<file path="config.mk">
export PLATFORM = sky130hd
export DESIGN_NAME = query_language_lexer_core_flat
export DESIGN_NICKNAME = d
export VERILOG_FILES = /design/src/rtl/qll_pkg.sv /design/src/rtl/qll_stream_if.sv /design/src/rtl/query_language_lexer_core.sv /design/src/rtl/qll_classify.sv /design/src/flat_wrapper.sv
export VERILOG_INCLUDE_DIRS = /design/src /design/src/rtl
export SDC_FILE = /design/constraint.sdc
export NUM_CORES = 2
export LEC_CHECK = 0
export BUFFER_PORTS_ARGS = -buffer_cell sky130_fd_sc_hd__buf_2
export CORE_MARGIN = 4
export CORE_UTILIZATION = 60
export CTS_CLUSTER_SIZE = 10
export DETAILED_ROUTE_END_ITERATION = 8
export PLACE_DENSITY = 0.78
export SLEW_MARGIN = 20
export SYNTH_ARGS = -nofsm -noshare
export SYNTH_HDL_FRONTEND = slang
export SYNTH_SLANG_ARGS = --single-unit
</file>
<file path="constraint.sdc">
create_clock -name i_clk -period 20 [get_ports i_clk]
set_input_delay 1 -clock i_clk [delete_from_list [all_inputs] [get_ports i_clk]]
set_output_delay 1 -clock i_clk [all_outputs]
set_load 0.02 [all_outputs]
</file>
<file path="src/rtl/query_language_lexer_core_macros.svh">
// assertion macros for the query language lexer
`ifndef QUERY_LANGUAGE_LEXER_CORE_MACROS_SVH
`define QUERY_LANGUAGE_LEXER_CORE_MACROS_SVH
`ifndef NO_ASSERTIONS
`define QLL_ASSERT_IMPL(label, clk, rst_n, ante, cons) \
    label: assert property (@(posedge clk) disable iff (!rst_n) (ante) |-> (cons)) \
        else $error("assertion failed");
`define QLL_ASSERT_NEXT(label, clk, rst_n, ante, cons) \
    label: assert property (@(posedge clk) disable iff (!rst_n) (ante) |=> (cons)) \
        else $error("assertion failed");
`else
`define QLL_ASSERT_IMPL(label, clk, rst_n, ante, cons)
`define QLL_ASSERT_NEXT(label, clk, rst_n, ante, cons)
`endif
`endif

</file>
<file path="src/rtl/qll_pkg.sv">
// shared types and constants of the query language lexer
`default_nettype none
package qll_pkg;
    localparam int unsigned KIND_BITS = 6;
    localparam int unsigned LINE_BITS = 24;

    localparam logic [5:0] K_WS       = 6'd0;
    localparam logic [5:0] K_EOF      = 6'd1;
    localparam logic [5:0] K_LCOMMENT = 6'd2;
    localparam logic [5:0] K_ERROR    = 6'd3;
    localparam logic [5:0] K_BCOMMENT = 6'd4;
    localparam logic [5:0] K_SLASH    = 6'd5;
    localparam logic [5:0] K_QNAME    = 6'd6;
    localparam logic [5:0] K_STRING   = 6'd7;
    localparam logic [5:0] K_INT      = 6'd8;
    localparam logic [5:0] K_KW0      = 6'd9;
    localparam logic [5:0] K_TYPE     = 6'd25;
    localparam logic [5:0] K_NAME     = 6'd26;
    localparam logic [5:0] K_QUESTION = 6'd39;
    localparam logic [5:0] K_NE       = 6'd43;
    localparam logic [5:0] K_NOT      = 6'd44;
    localparam logic [5:0] K_LE       = 6'd45;
    localparam logic [5:0] K_LT       = 6'd46;
    localparam logic [5:0] K_GE       = 6'd47;
    localparam logic [5:0] K_GT       = 6'd48;

    localparam logic [0:0] REG_FIRST_LINE   = 1'b0;
    localparam logic [0:0] REG_FIRST_COLUMN = 1'b1;

    typedef enum logic [3:0] {
        MD_IDLE, MD_WS, MD_LCOMMENT, MD_SLASH, MD_BLOCK, MD_BLOCK_STAR,
        MD_QNAME, MD_QNAME_ESC, MD_STRING, MD_STRING_QUOTE, MD_INT, MD_WORD,
        MD_BANG, MD_LESS, MD_GREATER
    } t_mode;

    typedef struct packed {
        logic [5:0] kind;
        logic       start_cur;
        logic       end_next;
    } t_tok;

    // keyword spelled as 11 bytes, index 0 first
    function automatic logic [7:0] kw_char(input logic [3:0] k, input logic [3:0] p);
        logic [87:0] s;
        logic [7:0]  res;
        case (k)
            4'd0:  s = {"AS", 72'd0};
            4'd1:  s = {"BY", 72'd0};
            4'd2:  s = "CONSECUTIVE";
            4'd3:  s = {"DISTINCT", 24'd0};
            4'd4:  s = {"EXPORT", 40'd0};
            4'd5:  s = {"FROM", 56'd0};
            4'd6:  s = {"GROUP", 48'd0};
            4'd7:  s = {"IMPORT", 40'd0};
            4'd8:  s = {"JOIN", 56'd0};
            4'd9:  s = {"ON", 72'd0};
            4'd10: s = {"SELECT", 40'd0};
            4'd11: s = {"TO", 72'd0};
            4'd12: s = {"UPDATE", 40'd0};
            4'd13: s = {"USING", 48'd0};
            4'd14: s = {"WHERE", 48'd0};
            default: s = {"WITH", 56'd0};
        endcase
        res = 8'd0;
        if (p < 4'd11) res = s[8'd87 - 8'(p) * 8'd8 -: 8];
        return res;
    endfunction

    function automatic logic [3:0] kw_len(input logic [3:0] k);
        logic [3:0] l;
        case (k)
            4'd0, 4'd1, 4'd9, 4'd11: l = 4'd2;
            4'd2:                    l = 4'd11;
            4'd3:                    l = 4'd8;
            4'd5, 4'd8, 4'd15:       l = 4'd4;
            4'd6, 4'd13, 4'd14:      l = 4'd5;
            default:                 l = 4'd6;
        endcase
        return l;
    endfunction

    // kind of a one-byte operator, K_ERROR when none
    function automatic logic [5:0] single_kind(input logic [7:0] c);
        logic [5:0] k;
        case (c)
            8'h3B: k = 6'd27;
            8'h2C: k = 6'd28;
            8'h2E: k = 6'd29;
            8'h28: k = 6'd30;
            8'h29: k = 6'd31;
            8'h7B: k = 6'd32;
            8'h7D: k = 6'd33;
            8'h5B: k = 6'd34;
            8'h5D: k = 6'd35;
            8'h40: k = 6'd36;
            8'h23: k = 6'd37;
            8'h7E: k = 6'd38;
            8'h3F: k = K_QUESTION;
            8'h3A: k = 6'd40;
            8'h24: k = 6'd41;
            8'h3D: k = 6'd42;
            8'h2D: k = 6'd49;
            8'h2B: k = 6'd50;
            8'h2A: k = 6'd51;
            8'h5E: k = 6'd52;
            8'h25: k = 6'd53;
            default: k = K_ERROR;
        endcase
        return k;
    endfunction
endpackage
`default_nettype wire

</file>
<file path="src/rtl/qll_stream_if.sv">
// valid/ready channel interfaces of the lexer
`default_nettype none
interface qll_byte_if;
    logic       valid;
    logic       ready;
    logic [7:0] text_byte;
    modport source (output valid, output text_byte, input ready);
    modport sink (input valid, input text_byte, output ready);
endinterface

interface qll_token_if #(parameter int OFFSET_BITS = 24, parameter int COLUMN_BITS = 16);
    logic                   valid;
    logic                   ready;
    logic [5:0]             token_kind;
    logic [OFFSET_BITS-1:0] start_offset;
    logic [OFFSET_BITS-1:0] start_line;
    logic [COLUMN_BITS-1:0] start_column;
    logic [OFFSET_BITS-1:0] end_offset;
    logic [OFFSET_BITS-1:0] end_line;
    logic [COLUMN_BITS-1:0] end_column;
    logic                   last_of_run;
    modport source (output valid, output token_kind, output start_offset, output start_line,
        output start_column, output end_offset, output end_line, output end_column,
        output last_of_run, input ready);
    modport sink (input valid, input token_kind, input start_offset, input start_line,
        input start_column, input end_offset, input end_line, input end_column,
        input last_of_run, output ready);
endinterface

interface qll_cfg_if;
    logic        valid;
    logic        ready;
    logic [0:0]  index;
    logic [23:0] data;
    modport source (output valid, output index, output data, input ready);
    modport sink (input valid, input index, input data, output ready);
endinterface
`default_nettype wire

</file>
<file path="src/rtl/query_language_lexer_core.sv">
// query language lexer: one text byte in, up to two tokens out
//
// i_text is the byte channel, o_token the token channel, i_cfg the register
// write channel (index 0 first_line, 1 first_column). A byte is taken on
// valid and ready. Each byte is decoded combinationally into up to two
// tokens that sit in a three-entry output buffer; the second token of a
// byte goes out after the first. A byte is accepted while the buffer holds
// at most one token after this cycle's pop, so with a receiver that takes
// a token every cycle a byte is accepted every cycle: a byte that makes two
// tokens always leaves the lexer idle, and the next byte then makes at most
// one. The byte 0 ends the text: a pending token closes (ERROR if
// unterminated), END_OF_FILE follows and positions reload from the
// registers. Reset returns to the idle state, first_line and first_column
// to 1, and empties the buffer. A stalled receiver holds the token steady
// and backs up into the byte channel once the buffer holds two tokens.
`default_nettype none
`include "query_language_lexer_core_macros.svh"
module query_language_lexer_core #(
    parameter int OFFSET_BITS = 24,
    parameter int COLUMN_BITS = 16
) (
    input  wire i_clk,
    input  wire i_rst_n,
    qll_byte_if.sink    i_text,
    qll_cfg_if.sink     i_cfg,
    qll_token_if.source o_token
);
    import qll_pkg::*;

    localparam logic [OFFSET_BITS-1:0] POS_MAX = '1;
    localparam logic [COLUMN_BITS-1:0] COL_MAX = '1;

    typedef struct packed {
        logic [5:0]             kind;
        logic [OFFSET_BITS-1:0] so, sl;
        logic [COLUMN_BITS-1:0] sc;
        logic [OFFSET_BITS-1:0] eo, el;
        logic [COLUMN_BITS-1:0] ec;
        logic                   last;
    } t_out;

    t_mode r_mode, n_mode;
    logic [15:0] r_cand, n_cand;
    logic [3:0]  r_wlen, n_wlen;
    logic        r_wcap, n_wcap;
    logic [LINE_BITS-1:0] r_first_line;
    logic [15:0] r_first_col;
    logic [OFFSET_BITS-1:0] r_so, r_sl, r_co, r_cl;
    logic [COLUMN_BITS-1:0] r_sc, r_cc;
    t_out r_buf [3];
    logic [1:0] r_count;
    logic [1:0] r_head;

    logic       adv, beg, rst_pos;
    t_tok       tok0, tok1;
    logic       tok0_v, tok1_v;
    logic       take, pop;
    logic [OFFSET_BITS-1:0] nx_o, nx_l, ld_l;
    logic [COLUMN_BITS-1:0] nx_c, ld_c;
    t_out       e0, e1;

    // ring position modulo three
    function automatic logic [1:0] wrap3(input logic [2:0] v);
        return (v >= 3'd3) ? 2'(v - 3'd3) : v[1:0];
    endfunction

    qll_classify u_classify (
        .i_mode(r_mode), .i_cand(r_cand), .i_wlen(r_wlen), .i_wcap(r_wcap),
        .i_byte(i_text.text_byte),
        .o_mode(n_mode), .o_cand(n_cand), .o_wlen(n_wlen), .o_wcap(n_wcap),
        .o_advance(adv), .o_begin(beg), .o_restart(rst_pos),
        .o_tok0(tok0), .o_tok0_v(tok0_v), .o_tok1(tok1), .o_tok1_v(tok1_v)
    );

    assign i_text.ready = (r_count < 2'd2) || ((r_count == 2'd2) && o_token.ready);
    assign i_cfg.ready  = 1'b1;
    assign take = i_text.valid && i_text.ready;
    assign pop  = o_token.valid && o_token.ready;

    // saturating clamp of the register values to the parameter widths
    always_comb begin
        if (OFFSET_BITS < LINE_BITS && (r_first_line >> OFFSET_BITS) != '0) ld_l = POS_MAX;
        else ld_l = OFFSET_BITS'(r_first_line);
        if (COLUMN_BITS < 16 && (r_first_col >> COLUMN_BITS) != '0) ld_c = COL_MAX;
        else ld_c = COLUMN_BITS'(r_first_col);
    end

    always_comb begin
        nx_o = (r_co == POS_MAX) ? r_co : r_co + 1'b1;
        if (i_text.text_byte == 8'h0A) begin
            nx_l = (r_cl == POS_MAX) ? r_cl : r_cl + 1'b1;
            nx_c = COLUMN_BITS'(1);
        end else begin
            nx_l = r_cl;
            nx_c = (r_cc == COL_MAX) ? r_cc : r_cc + 1'b1;
        end
        e0.kind = tok0.kind;
        e0.so = r_so; e0.sl = r_sl; e0.sc = r_sc;
        e0.eo = tok0.end_next ? nx_o : r_co;
        e0.el = tok0.end_next ? nx_l : r_cl;
        e0.ec = tok0.end_next ? nx_c : r_cc;
        e0.last = !tok1_v;
        e1.kind = tok1.kind;
        e1.so = r_co; e1.sl = r_cl; e1.sc = r_cc;
        e1.eo = tok1.end_next ? nx_o : r_co;
        e1.el = tok1.end_next ? nx_l : r_cl;
        e1.ec = tok1.end_next ? nx_c : r_cc;
        e1.last = 1'b1;
    end

    always_ff @(posedge i_clk) begin
        logic [1:0] cnt;
        logic [1:0] slot;
        logic [1:0] wr0, wr1;
        if (!i_rst_n) begin
            r_mode <= MD_IDLE;
            r_cand <= '1; r_wlen <= 4'd0; r_wcap <= 1'b0;
            r_first_line <= LINE_BITS'(1); r_first_col <= 16'd1;
            r_so <= '0; r_co <= '0;
            r_sl <= OFFSET_BITS'(1); r_cl <= OFFSET_BITS'(1);
            r_sc <= COLUMN_BITS'(1); r_cc <= COLUMN_BITS'(1);
            r_count <= 2'd0; r_head <= 2'd0;
        end else begin
            if (i_cfg.valid) begin
                if (i_cfg.index == REG_FIRST_LINE) r_first_line <= i_cfg.data;
                else r_first_col <= i_cfg.data[15:0];
            end
            if (i_cfg.valid && r_mode == MD_IDLE && r_co == '0) begin
                // reload positions from the value being written
                if (i_cfg.index == REG_FIRST_LINE) begin
                    r_cl <= (OFFSET_BITS < LINE_BITS && (i_cfg.data >> OFFSET_BITS) != '0)
                        ? POS_MAX : OFFSET_BITS'(i_cfg.data);
                    r_sl <= (OFFSET_BITS < LINE_BITS && (i_cfg.data >> OFFSET_BITS) != '0)
                        ? POS_MAX : OFFSET_BITS'(i_cfg.data);
                end else begin
                    r_cc <= (COLUMN_BITS < 16 && (i_cfg.data[15:0] >> COLUMN_BITS) != '0)
                        ? COL_MAX : COLUMN_BITS'(i_cfg.data[15:0]);
                    r_sc <= (COLUMN_BITS < 16 && (i_cfg.data[15:0] >> COLUMN_BITS) != '0)
                        ? COL_MAX : COLUMN_BITS'(i_cfg.data[15:0]);
                end
                r_so <= '0;
            end
            cnt = r_count;
            slot = r_head;
            if (pop) begin
                cnt = cnt - 2'd1;
                slot = wrap3({1'b0, slot} + 3'd1);
                r_head <= slot;
            end
            wr0 = wrap3({1'b0, slot} + {1'b0, cnt});
            wr1 = wrap3({1'b0, slot} + {1'b0, cnt} + 3'd1);
            if (take) begin
                r_mode <= n_mode; r_cand <= n_cand; r_wlen <= n_wlen; r_wcap <= n_wcap;
                if (rst_pos) begin
                    r_co <= '0; r_so <= '0;
                    r_cl <= ld_l; r_sl <= ld_l;
                    r_cc <= ld_c; r_sc <= ld_c;
                end else begin
                    if (adv) begin r_co <= nx_o; r_cl <= nx_l; r_cc <= nx_c; end
                    if (beg) begin r_so <= r_co; r_sl <= r_cl; r_sc <= r_cc; end
                end
                if (tok0_v && tok1_v) begin
                    r_buf[wr0] <= e0;
                    r_buf[wr1] <= e1;
                    cnt = cnt + 2'd2;
                end else if (tok0_v) begin
                    r_buf[wr0] <= e0;
                    cnt = cnt + 2'd1;
                end else if (tok1_v) begin
                    r_buf[wr0] <= e1;
                    cnt = cnt + 2'd1;
                end
            end
            r_count <= cnt;
        end
    end

    assign o_token.valid        = r_count != 2'd0;
    assign o_token.token_kind   = r_buf[r_head].kind;
    assign o_token.start_offset = r_buf[r_head].so;
    assign o_token.start_line   = r_buf[r_head].sl;
    assign o_token.start_column = r_buf[r_head].sc;
    assign o_token.end_offset   = r_buf[r_head].eo;
    assign o_token.end_line     = r_buf[r_head].el;
    assign o_token.end_column   = r_buf[r_head].ec;
    assign o_token.last_of_run  = r_buf[r_head].last;

    `QLL_ASSERT_IMPL(a_head_range, i_clk, i_rst_n, 1'b1, r_head != 2'd3)
    `QLL_ASSERT_NEXT(a_eof_restarts, i_clk, i_rst_n, take && i_text.text_byte == 8'h00,
        r_mode == MD_IDLE && r_co == '0)
    `QLL_ASSERT_IMPL(a_take_room, i_clk, i_rst_n, take, r_count <= 2'd1 || pop)
endmodule
`default_nettype wire

</file>
<file path="src/rtl/qll_classify.sv">
// next-state and token decision of the lexer for one byte
`default_nettype none
module qll_classify (
    input  var qll_pkg::t_mode  i_mode,
    input  wire [15:0]          i_cand,
    input  wire [3:0]           i_wlen,
    input  wire                 i_wcap,
    input  wire [7:0]           i_byte,
    output qll_pkg::t_mode      o_mode,
    output logic [15:0]         o_cand,
    output logic [3:0]          o_wlen,
    output logic                o_wcap,
    output logic                o_advance,
    output logic                o_begin,
    output logic                o_restart,
    output qll_pkg::t_tok       o_tok0,
    output logic                o_tok0_v,
    output qll_pkg::t_tok       o_tok1,
    output logic                o_tok1_v
);
    import qll_pkg::*;

    logic       c_ws, c_dig, c_up, c_head, c_tail, fresh;
    logic [15:0] take_cand, head_cand;
    logic [5:0] wkind;

    assign c_ws   = (i_byte == 8'h20) || (i_byte == 8'h0A) || (i_byte == 8'h09);
    assign c_dig  = (i_byte >= 8'h30) && (i_byte <= 8'h39);
    assign c_up   = (i_byte >= 8'h41) && (i_byte <= 8'h5A);
    assign c_head = c_up || ((i_byte >= 8'h61) && (i_byte <= 8'h7A)) || (i_byte == 8'h5F);
    assign c_tail = c_head || c_dig;

    always_comb begin
        for (int i = 0; i < 16; i++) begin
            take_cand[i] = i_cand[i] && (i_wlen < kw_len(4'(i)))
                && (kw_char(4'(i), i_wlen) == i_byte);
            head_cand[i] = kw_char(4'(i), 4'd0) == i_byte;
        end
        wkind = i_wcap ? K_TYPE : K_NAME;
        for (int i = 15; i >= 0; i--) begin
            if (i_cand[i] && kw_len(4'(i)) == i_wlen) wkind = K_KW0 + 6'(i);
        end
    end

    always_comb begin
        o_mode = i_mode;
        o_cand = i_cand;
        o_wlen = i_wlen;
        o_wcap = i_wcap;
        o_advance = 1'b0;
        o_begin = 1'b0;
        o_restart = 1'b0;
        o_tok0 = '{kind: K_ERROR, start_cur: 1'b0, end_next: 1'b0};
        o_tok0_v = 1'b0;
        o_tok1 = '{kind: K_ERROR, start_cur: 1'b1, end_next: 1'b1};
        o_tok1_v = 1'b0;
        fresh = 1'b0;
        // first token: closes the pending one; end_next marks inclusion of this byte
        unique case (i_mode)
            MD_WS: if (c_ws) o_advance = 1'b1;
                   else begin o_tok0.kind = K_WS; o_tok0_v = 1'b1; fresh = 1'b1; end
            MD_LCOMMENT: if (i_byte != 8'h0A && i_byte != 8'h00) o_advance = 1'b1;
                   else begin o_tok0.kind = K_LCOMMENT; o_tok0_v = 1'b1; fresh = 1'b1; end
            MD_SLASH: if (i_byte == 8'h2F) begin o_advance = 1'b1; o_mode = MD_LCOMMENT; end
                   else if (i_byte == 8'h2A) begin o_advance = 1'b1; o_mode = MD_BLOCK; end
                   else begin o_tok0.kind = K_SLASH; o_tok0_v = 1'b1; fresh = 1'b1; end
            MD_BLOCK, MD_BLOCK_STAR: begin
                if (i_byte == 8'h00) begin
                    o_tok0.kind = K_ERROR; o_tok0_v = 1'b1; fresh = 1'b1;
                end else begin
                    o_advance = 1'b1;
                    if (i_mode == MD_BLOCK_STAR && i_byte == 8'h2F) begin
                        o_tok0.kind = K_BCOMMENT; o_tok0.end_next = 1'b1; o_tok0_v = 1'b1;
                        o_mode = MD_IDLE;
                    end else o_mode = (i_byte == 8'h2A) ? MD_BLOCK_STAR : MD_BLOCK;
                end
            end
            MD_QNAME: begin
                if (i_byte == 8'h00) begin
                    o_tok0.kind = K_ERROR; o_tok0_v = 1'b1; fresh = 1'b1;
                end else begin
                    o_advance = 1'b1;
                    if (i_byte == 8'h22) begin
                        o_tok0.kind = K_QNAME; o_tok0.end_next = 1'b1; o_tok0_v = 1'b1;
                        o_mode = MD_IDLE;
                    end else if (i_byte == 8'h5C) o_mode = MD_QNAME_ESC;
                end
            end
            MD_QNAME_ESC: if (i_byte == 8'h00) begin
                    o_tok0.kind = K_ERROR; o_tok0_v = 1'b1; fresh = 1'b1;
                end else begin o_advance = 1'b1; o_mode = MD_QNAME; end
            MD_STRING: if (i_byte == 8'h00) begin
                    o_tok0.kind = K_ERROR; o_tok0_v = 1'b1; fresh = 1'b1;
                end else begin
                    o_advance = 1'b1;
                    if (i_byte == 8'h27) o_mode = MD_STRING_QUOTE;
                end
            MD_STRING_QUOTE: if (i_byte == 8'h27) begin o_advance = 1'b1; o_mode = MD_STRING; end
                   else begin o_tok0.kind = K_STRING; o_tok0_v = 1'b1; fresh = 1'b1; end
            MD_INT: if (c_dig) o_advance = 1'b1;
                   else begin o_tok0.kind = K_INT; o_tok0_v = 1'b1; fresh = 1'b1; end
            MD_WORD: if (c_tail) begin
                    o_advance = 1'b1; o_cand = take_cand;
                    o_wlen = (i_wlen == 4'd15) ? i_wlen : i_wlen + 4'd1;
                end else begin o_tok0.kind = wkind; o_tok0_v = 1'b1; fresh = 1'b1; end
            MD_BANG, MD_LESS, MD_GREATER: begin
                o_tok0.kind = (i_mode == MD_BANG) ? K_NE : (i_mode == MD_LESS) ? K_LE : K_GE;
                o_tok0_v = 1'b1;
                if (i_byte == 8'h3D) begin
                    o_advance = 1'b1; o_tok0.end_next = 1'b1; o_mode = MD_IDLE;
                end else begin o_tok0.kind = o_tok0.kind + 6'd1; fresh = 1'b1; end
            end
            default: fresh = 1'b1;
        endcase

        if (fresh) begin
            o_begin = 1'b1;
            o_mode = MD_IDLE;
            if (i_byte == 8'h00) begin
                o_restart = 1'b1;
                o_tok1.kind = K_EOF; o_tok1.end_next = 1'b0;
                o_tok1_v = 1'b1;
                o_cand = '1; o_wlen = 4'd0; o_wcap = 1'b0;
            end else begin
                o_advance = 1'b1;
                if (c_ws) o_mode = MD_WS;
                else if (i_byte == 8'h2F) o_mode = MD_SLASH;
                else if (i_byte == 8'h22) o_mode = MD_QNAME;
                else if (i_byte == 8'h27) o_mode = MD_STRING;
                else if (c_dig) o_mode = MD_INT;
                else if (i_byte == 8'h21) o_mode = MD_BANG;
                else if (i_byte == 8'h3C) o_mode = MD_LESS;
                else if (i_byte == 8'h3E) o_mode = MD_GREATER;
                else if (c_head) begin
                    o_mode = MD_WORD; o_cand = head_cand; o_wlen = 4'd1; o_wcap = c_up;
                end else begin
                    o_tok1.kind = single_kind(i_byte); o_tok1_v = 1'b1;
                end
            end
        end
    end
endmodule
`default_nettype wire
</file>
<file path="src/flat_wrapper.sv">
// flat-port wrapper written by rule: the top's interface ports become plain ports
module query_language_lexer_core_flat import qll_pkg::*;
#(
    parameter int OFFSET_BITS = 24,
    parameter int COLUMN_BITS = 16
)
  (i_clk, i_rst_n, i_text_valid, i_text_text_byte, i_text_ready, i_cfg_valid, i_cfg_index, i_cfg_data, i_cfg_ready, o_token_valid, o_token_token_kind, o_token_start_offset, o_token_start_line, o_token_start_column, o_token_end_offset, o_token_end_line, o_token_end_column, o_token_last_of_run, o_token_ready);
  qll_byte_if i_text_i ();
  qll_cfg_if i_cfg_i ();
  qll_token_if #(.OFFSET_BITS(OFFSET_BITS), .COLUMN_BITS(COLUMN_BITS)) o_token_i ();
  input  wire i_clk;
  input  wire i_rst_n;
  input wire logic [$bits(i_text_i.valid)-1:0] i_text_valid;
  input wire logic [$bits(i_text_i.text_byte)-1:0] i_text_text_byte;
  output wire logic [$bits(i_text_i.ready)-1:0] i_text_ready;
  input wire logic [$bits(i_cfg_i.valid)-1:0] i_cfg_valid;
  input wire logic [$bits(i_cfg_i.index)-1:0] i_cfg_index;
  input wire logic [$bits(i_cfg_i.data)-1:0] i_cfg_data;
  output wire logic [$bits(i_cfg_i.ready)-1:0] i_cfg_ready;
  output wire logic [$bits(o_token_i.valid)-1:0] o_token_valid;
  output wire logic [$bits(o_token_i.token_kind)-1:0] o_token_token_kind;
  output wire logic [$bits(o_token_i.start_offset)-1:0] o_token_start_offset;
  output wire logic [$bits(o_token_i.start_line)-1:0] o_token_start_line;
  output wire logic [$bits(o_token_i.start_column)-1:0] o_token_start_column;
  output wire logic [$bits(o_token_i.end_offset)-1:0] o_token_end_offset;
  output wire logic [$bits(o_token_i.end_line)-1:0] o_token_end_line;
  output wire logic [$bits(o_token_i.end_column)-1:0] o_token_end_column;
  output wire logic [$bits(o_token_i.last_of_run)-1:0] o_token_last_of_run;
  input wire logic [$bits(o_token_i.ready)-1:0] o_token_ready;
  assign i_text_i.valid = i_text_valid;
  assign i_text_i.text_byte = i_text_text_byte;
  assign i_text_ready = i_text_i.ready;
  assign i_cfg_i.valid = i_cfg_valid;
  assign i_cfg_i.index = i_cfg_index;
  assign i_cfg_i.data = i_cfg_data;
  assign i_cfg_ready = i_cfg_i.ready;
  assign o_token_valid = o_token_i.valid;
  assign o_token_token_kind = o_token_i.token_kind;
  assign o_token_start_offset = o_token_i.start_offset;
  assign o_token_start_line = o_token_i.start_line;
  assign o_token_start_column = o_token_i.start_column;
  assign o_token_end_offset = o_token_i.end_offset;
  assign o_token_end_line = o_token_i.end_line;
  assign o_token_end_column = o_token_i.end_column;
  assign o_token_last_of_run = o_token_i.last_of_run;
  assign o_token_i.ready = o_token_ready;
  query_language_lexer_core #(.OFFSET_BITS(OFFSET_BITS), .COLUMN_BITS(COLUMN_BITS)) u_core (.i_clk(i_clk), .i_rst_n(i_rst_n), .i_text(i_text_i), .i_cfg(i_cfg_i), .o_token(o_token_i));
endmodule
</file>
; ---- Yosys cells after proc, flatten, opt, wreduce, memory -nomap -nowiden
; Memory sizes are Yosys's and may differ from the RTL's. A register that Yosys moved wholly into a read port is not among the register bits.
; Index checks and enable logic that the tools add are counted.
[classes]
addsub = 15
mul = 0
n_div = 0
n_lt_le_gt_ge = 16
n_eq_ne = 105
n_shift = 16
mux = 232
bitwise = 3
reduce_logical = 83
[op_table]
columns = op, n
row1 = $shiftx 95x9->8 const A, 16
row2 = $mux 24, 23
row3 = $mux 16, 27
row4 = $mux 135, 2
row5 = $eq 8x6->1 const B, 21
row6 = $mux 6, 28
row7 = $mux 4, 37
row8 = $eq 8x8->1, 16
row9 = $mux 8, 16
row10 = $pmux 6 s21, 1
row11 = $eq 7x8->1 const A, 14
row12 = $eq 8x7->1 const B, 9
row13 = $mux 1, 67
row14 = $logic_and 1x1->1, 59
row15 = $pmux 6 s9, 1
row16 = $add 24x1->24 const B, 2
row17 = $eq 24x24->1 const B, 2
row18 = $eq 4x4->1 const B, 8
row19 = $mux 2, 16
row20 = $pmux 4 s7, 1
row21 = $mux 3, 9
row22 = $logic_not 24->1, 1
row23 = $reduce_and 11->1, 2
row24 = $ne 3x3->1 const B, 7
row25 = 48 further kinds, 85
[word_totals]
ff_bits = 197
latchBits = 0
mem_bits_rw = 405
rom_bits = 0
inputBits = 38
out_inout_bits = 138
mem_count = 1
[memory_table]
columns = memory, words, word_bits, read_ports, rd_clocked_by_memory_dff, write_ports, line
row1 = u_core.r_buf, 3, 135, 1, 1, 2, query_language_lexer_core.sv:50  ; t_out r_buf [3];

; ---- Longest topological paths before layout
[depth]
word_depth = 22
ltp_mapped = 23

; ---- Modules after synthesis
; A second synthesis with hierarchy kept.
[unflattened]
hier_cells = 4025
hier_area_um2 = 36099.6
[modules_own_cells]
columns = mod, instances, cells_per_inst, area_per_inst_um2, seq_area_each_um2
row1 = query_language_lexer_core, 1, 3359, 32013.2, 16075.4
row2 = qll_classify, 1, 666, 4086.4, 0.0

; ---- Worst setup path before layout
; OpenSTA, ideal clock, no wires.
[synth_path]
path_type = reg2reg
from = reg u_core.r_head[1]
to = mem u_core.r_buf[0][28] in the netlist's numbering, data pin
arrival_ps = 8166
required_ps = 19839
slack_ps = 11673
path_stages_with_launch = 23
period_less_slack_ps = 8327
cell_sequence = dfxtp_1 > clkbuf_1 > clkbuf_1 > clkbuf_1 > inv_1 > ha_1 > mux2_2 > ha_1 > inv_1 > fa_1 > inv_1 > ha_1 > ha_1 > nand2b_1 > or2_2 > mux2_2 > nor2_1 > o31ai_2 > and2_1 > buf_2 > inv_1 > clkbuf_1 > and2_1
[synth_rtl]
columns = item, line
row1 = start: declaration, query_language_lexer_core.sv:52  ; logic [1:0] r_head;
row2 = start signal: assignment, query_language_lexer_core.sv:148  ; r_head <= slot;
row3 = end: declaration, query_language_lexer_core.sv:50

==> results_dict.tcl <==
set metrics [dict create \
    status "finished, final reports clean" \
    r2r-end "u_core.r_buf[0][41]$_DFFE_PP_" \
    cp_data_required_time_ns 20.46 \
    power_per_cell_area_nw_per_um2 129.1 \
    grt_usage_pct 36.98 \
    synth.most_common_cell "nand2_1" \
    synth_common_cells "nand2_1 (485), edfxtp_1 (402), clkbuf_1 (278), o21ai_0 (258), nor2_1 (201)" \
    vias_per_cell 7.111 \
    cp_max_fo 89 \
    rows 87 \
    cts_tree "done" \
    drv_slew 0 \
    grt_setup_unrepaired "false" \
    antenna_found_initial 6 \
    initial_core_util_pct 60.55 \
    wl_um 116600 \
    max_stage_delay_ns 0.88 \
    setup_viol 0 \
    dr_total_vias 30821 \
    fin_nets 3579 \
    finalCriticalPeriod_ns 6.415 \
    place_hpwl_um 73440 \
    hold_viol 0 \
    arrival_ns 6.88 \
    grt_first_pass_wirelength_um 174900 \
    leakage_uw 0.01233 \
    ant_nets 0 \
    design.core.area_sq_um 56390 \
    finalPower_uw 4800 \
    synth_cell_types 107 \
    ys_ff_latch 602 \
    yosysSeqAreaShare_pct 47.09 \
    synthArstFlopShare_pct 0 \
    ys.flop_type "edfxtp_1" \
    maxCapViolCount 0 \
    io_buffers 174 \
    p_comb_share_pct 36.9 \
    yosysTopAreaCellShare_pct 35.36 \
    slew_headroom_pct 17.89 \
    rrSetupSlack_ns 13.59 \
    clkSinkCount 602 \
    power_switching_uw 1973 \
    synth_area_leaders "edfxtp_1 (35%), dfxtp_1 (12%), a32o_1 (5.7%), nand2_1 (5.3%), mux2i_1 (4.7%)" \
    r2r_cells 21 \
    clock.fmax_mhz 155.9 \
    ios 176 \
    root_buffer "clkbuf_16" \
    worstMarginPinSlew_ns 1.227 \
    drt-initial-drc-count 4391 \
    clk_latency_ns 0.62 \
    switching_share_pct 41.11 \
    p_seq_share_pct 37.5 \
    synth_area_leader_cell "edfxtp_1" \
    drive_above_1_share_pct 11.49 \
    synth_edf_count 402 \
    synthesis.area_sq_um 34140 \
    ys.warnings.count 0 \
    slowest_stage "dfxtp_4" \
    cts_resized 0 \
    clock_path_buffers 3 \
    holdBufCountCts 0 \
    worstPathCellList "inv_1, ha_1, mux2_2, ha_1, inv_1, fa_1, inv_1, ha_1, ha_1, nand2b_1, or2_2, mux2_2, nor2_1, o31ai_2, buf_4, and2_1, buf_4, inv_6, buf_4, nand4_1, nand2b_1" \
    dieArea_sq_um 60780 \
    die_x_um 246.5 \
    skew_ns 0.03166 \
    wire_per_inst_um 26.90 \
    grt_max_degree 118 \
    clock_power_share_pct 25.6 \
    endpoint_kind "register" \
    place_congestion 0.9378 \
    cts.clk_slew.worst_paths_ns 0.05 \
    hold_path_end "u_core.ld_c[12]$_SDFFE_PN0P_" \
    cts-htree-levels 3 \
    r2r-start "u_core.r_head[1]$_SDFF_PN0_" \
    min_path_cells 2 \
    cp-start-kind "register" \
    hp-start "u_core.ld_c[12]$_SDFFE_PN0P_" \
    syn2layout_area_growth_pct 8.928 \
    path_class "reg2reg" \
    crit_top_cell "ha_1" \
    tns_ns 0 \
    cts-buffers-inserted 71 \
    die-height_um 246.5 \
    synthCells 3588 \
    peakVddDrop_mv 0.1048 \
    grt_pass1_vias 29316 \
    min_path_type "reg2reg" \
    dr.pass1.iters 6 \
    post-cts-setup-buffers 0 \
    drc 0 \
    overflow 0 \
    cellInternalPower_uw 2827 \
    avgSynthCellArea_sq_um 9.515 \
    synth_nets 3647 \
    final.period_utilization_pct 32.07 \
]
## power groups by stage
stage	logic, uW	registers [uW]	clock network, uW
final	1770	1800	1230
after global routing	1860	1820	1280
after CTS	1720	1790	1230
after detailed placement	1710	1820	0
after global placement	1690	1800	0
after floorplan	1190	1730	0
## cells in the final DEF (no fill, tap or decap), types with 100 or more instances in the layout
master,instances
nand2_1,483
edfxtp_1,402
o21ai_0,258
nor2_1,199
dfxtp_1,198
a32o_1,195
a21oi_1,194
buf_2,174
mux2i_1,160
nand3_1,100
## cell type report
| class | instances | area, sq um |
|---|---|---|
| sequential | 602 | 16080 |
| multi-input combinational | 2581 | 16540 |
| fill | 4522 | 19200 |
| timing repair buffer | 229 | 1311 |
| antenna | 1 | 2.502 |
| clock buffer | 125 | 2063 |
| clock inverter | 5 | 93.84 |
| tap | 756 | 945.9 |
| inverter | 35 | 148.9 |
## worst max-delay path: cells and delay by family, from the launching register on
kind	cells	cell delay, ns
buffers and inverters	7	2.21
and+or+nand+nor	6	1.16
adders and majority gates	5	1.38
muxes	2	0.45
AOI/OAI and AO/OA	1	0.08
DFF	1	0.88
## per-stage QoR
step / hold slack (ns) / area (sq um) / worst slack, ns / util, % / std cells
finish: 0.4564 / 37190 / 13.59 / 65.95 / 4334
global route: 0.4758 / 37190 / 13.24 / 65.95 / 4333
CTS: 0.4556 / 37140 / 13.63 / 65.86 / 4332
detailed placement: 0.4473 / 34980 / 13.41 / 62.03 / 4202
global placement: 0.4424 / 34970 / 13.43 / 62.02 / 4202
floorplan: 0.4366 / 34140 / 11.67 / - / 3588
## flip-flops by register name, summed over array words and instances, names as in the netlist
name and flops:
u_core.r_buf 405, u_core.r_cand 16, u_core.r_wlen 4, u_core.r_sl 24
u_core.r_count 2, u_core.r_sc 16, u_core.ld_l 24, u_core.r_head 2
u_core.ld_c 16, u_core.r_wcap 1, u_core.r_mode 4, u_core.r_cc 16
u_core.r_cl 24, u_core.r_so 24, u_core.r_co 24
## cells by family (layout without fill, tap and decap cells)
logic type / count (synthesis) / count (layout) / synth area share, %
simple gates: 1163 / 1163 / 16.13
compound gates: 1146 / 1146 / 24.08
flops: 602 / 602 / 47.09
buf+inv: 405 / 394 / 4.863
mux: 165 / 165 / 4.856
xor+xnor: 85 / 85 / 2.181
fa+ha+maj: 21 / 21 / 0.7916
other cells: 1 / 2 / 0.01098
## worst max path at each step
stage	start	to	slack, ns	cells past startpoint
floorplan	u_core.r_head[1]$_SDFF_PN0_	u_core.r_buf[0][28]$_DFFE_PP_	11.67	22
global placement	o_token_ready	u_core.r_buf[0][41]$_DFFE_PP_	13.43	21
detailed placement	o_token_ready	u_core.r_buf[0][41]$_DFFE_PP_	13.41	21
CTS	u_core.r_head[1]$_SDFF_PN0_	u_core.r_buf[0][41]$_DFFE_PP_	13.63	21
global route	u_core.r_head[1]$_SDFF_PN0_	u_core.r_buf[0][41]$_DFFE_PP_	13.24	21
finish	u_core.r_head[1]$_SDFF_PN0_	u_core.r_buf[0][41]$_DFFE_PP_	13.59	21
## per-layer routing
metal	share of wire [%]	GRT usage, %
met2	45	57.47
met1	38	49.52
met3	11	7.651
met4	5.0	18.25
met5	0.023	0
No activity file was read; power rests on OpenSTA's default activity.
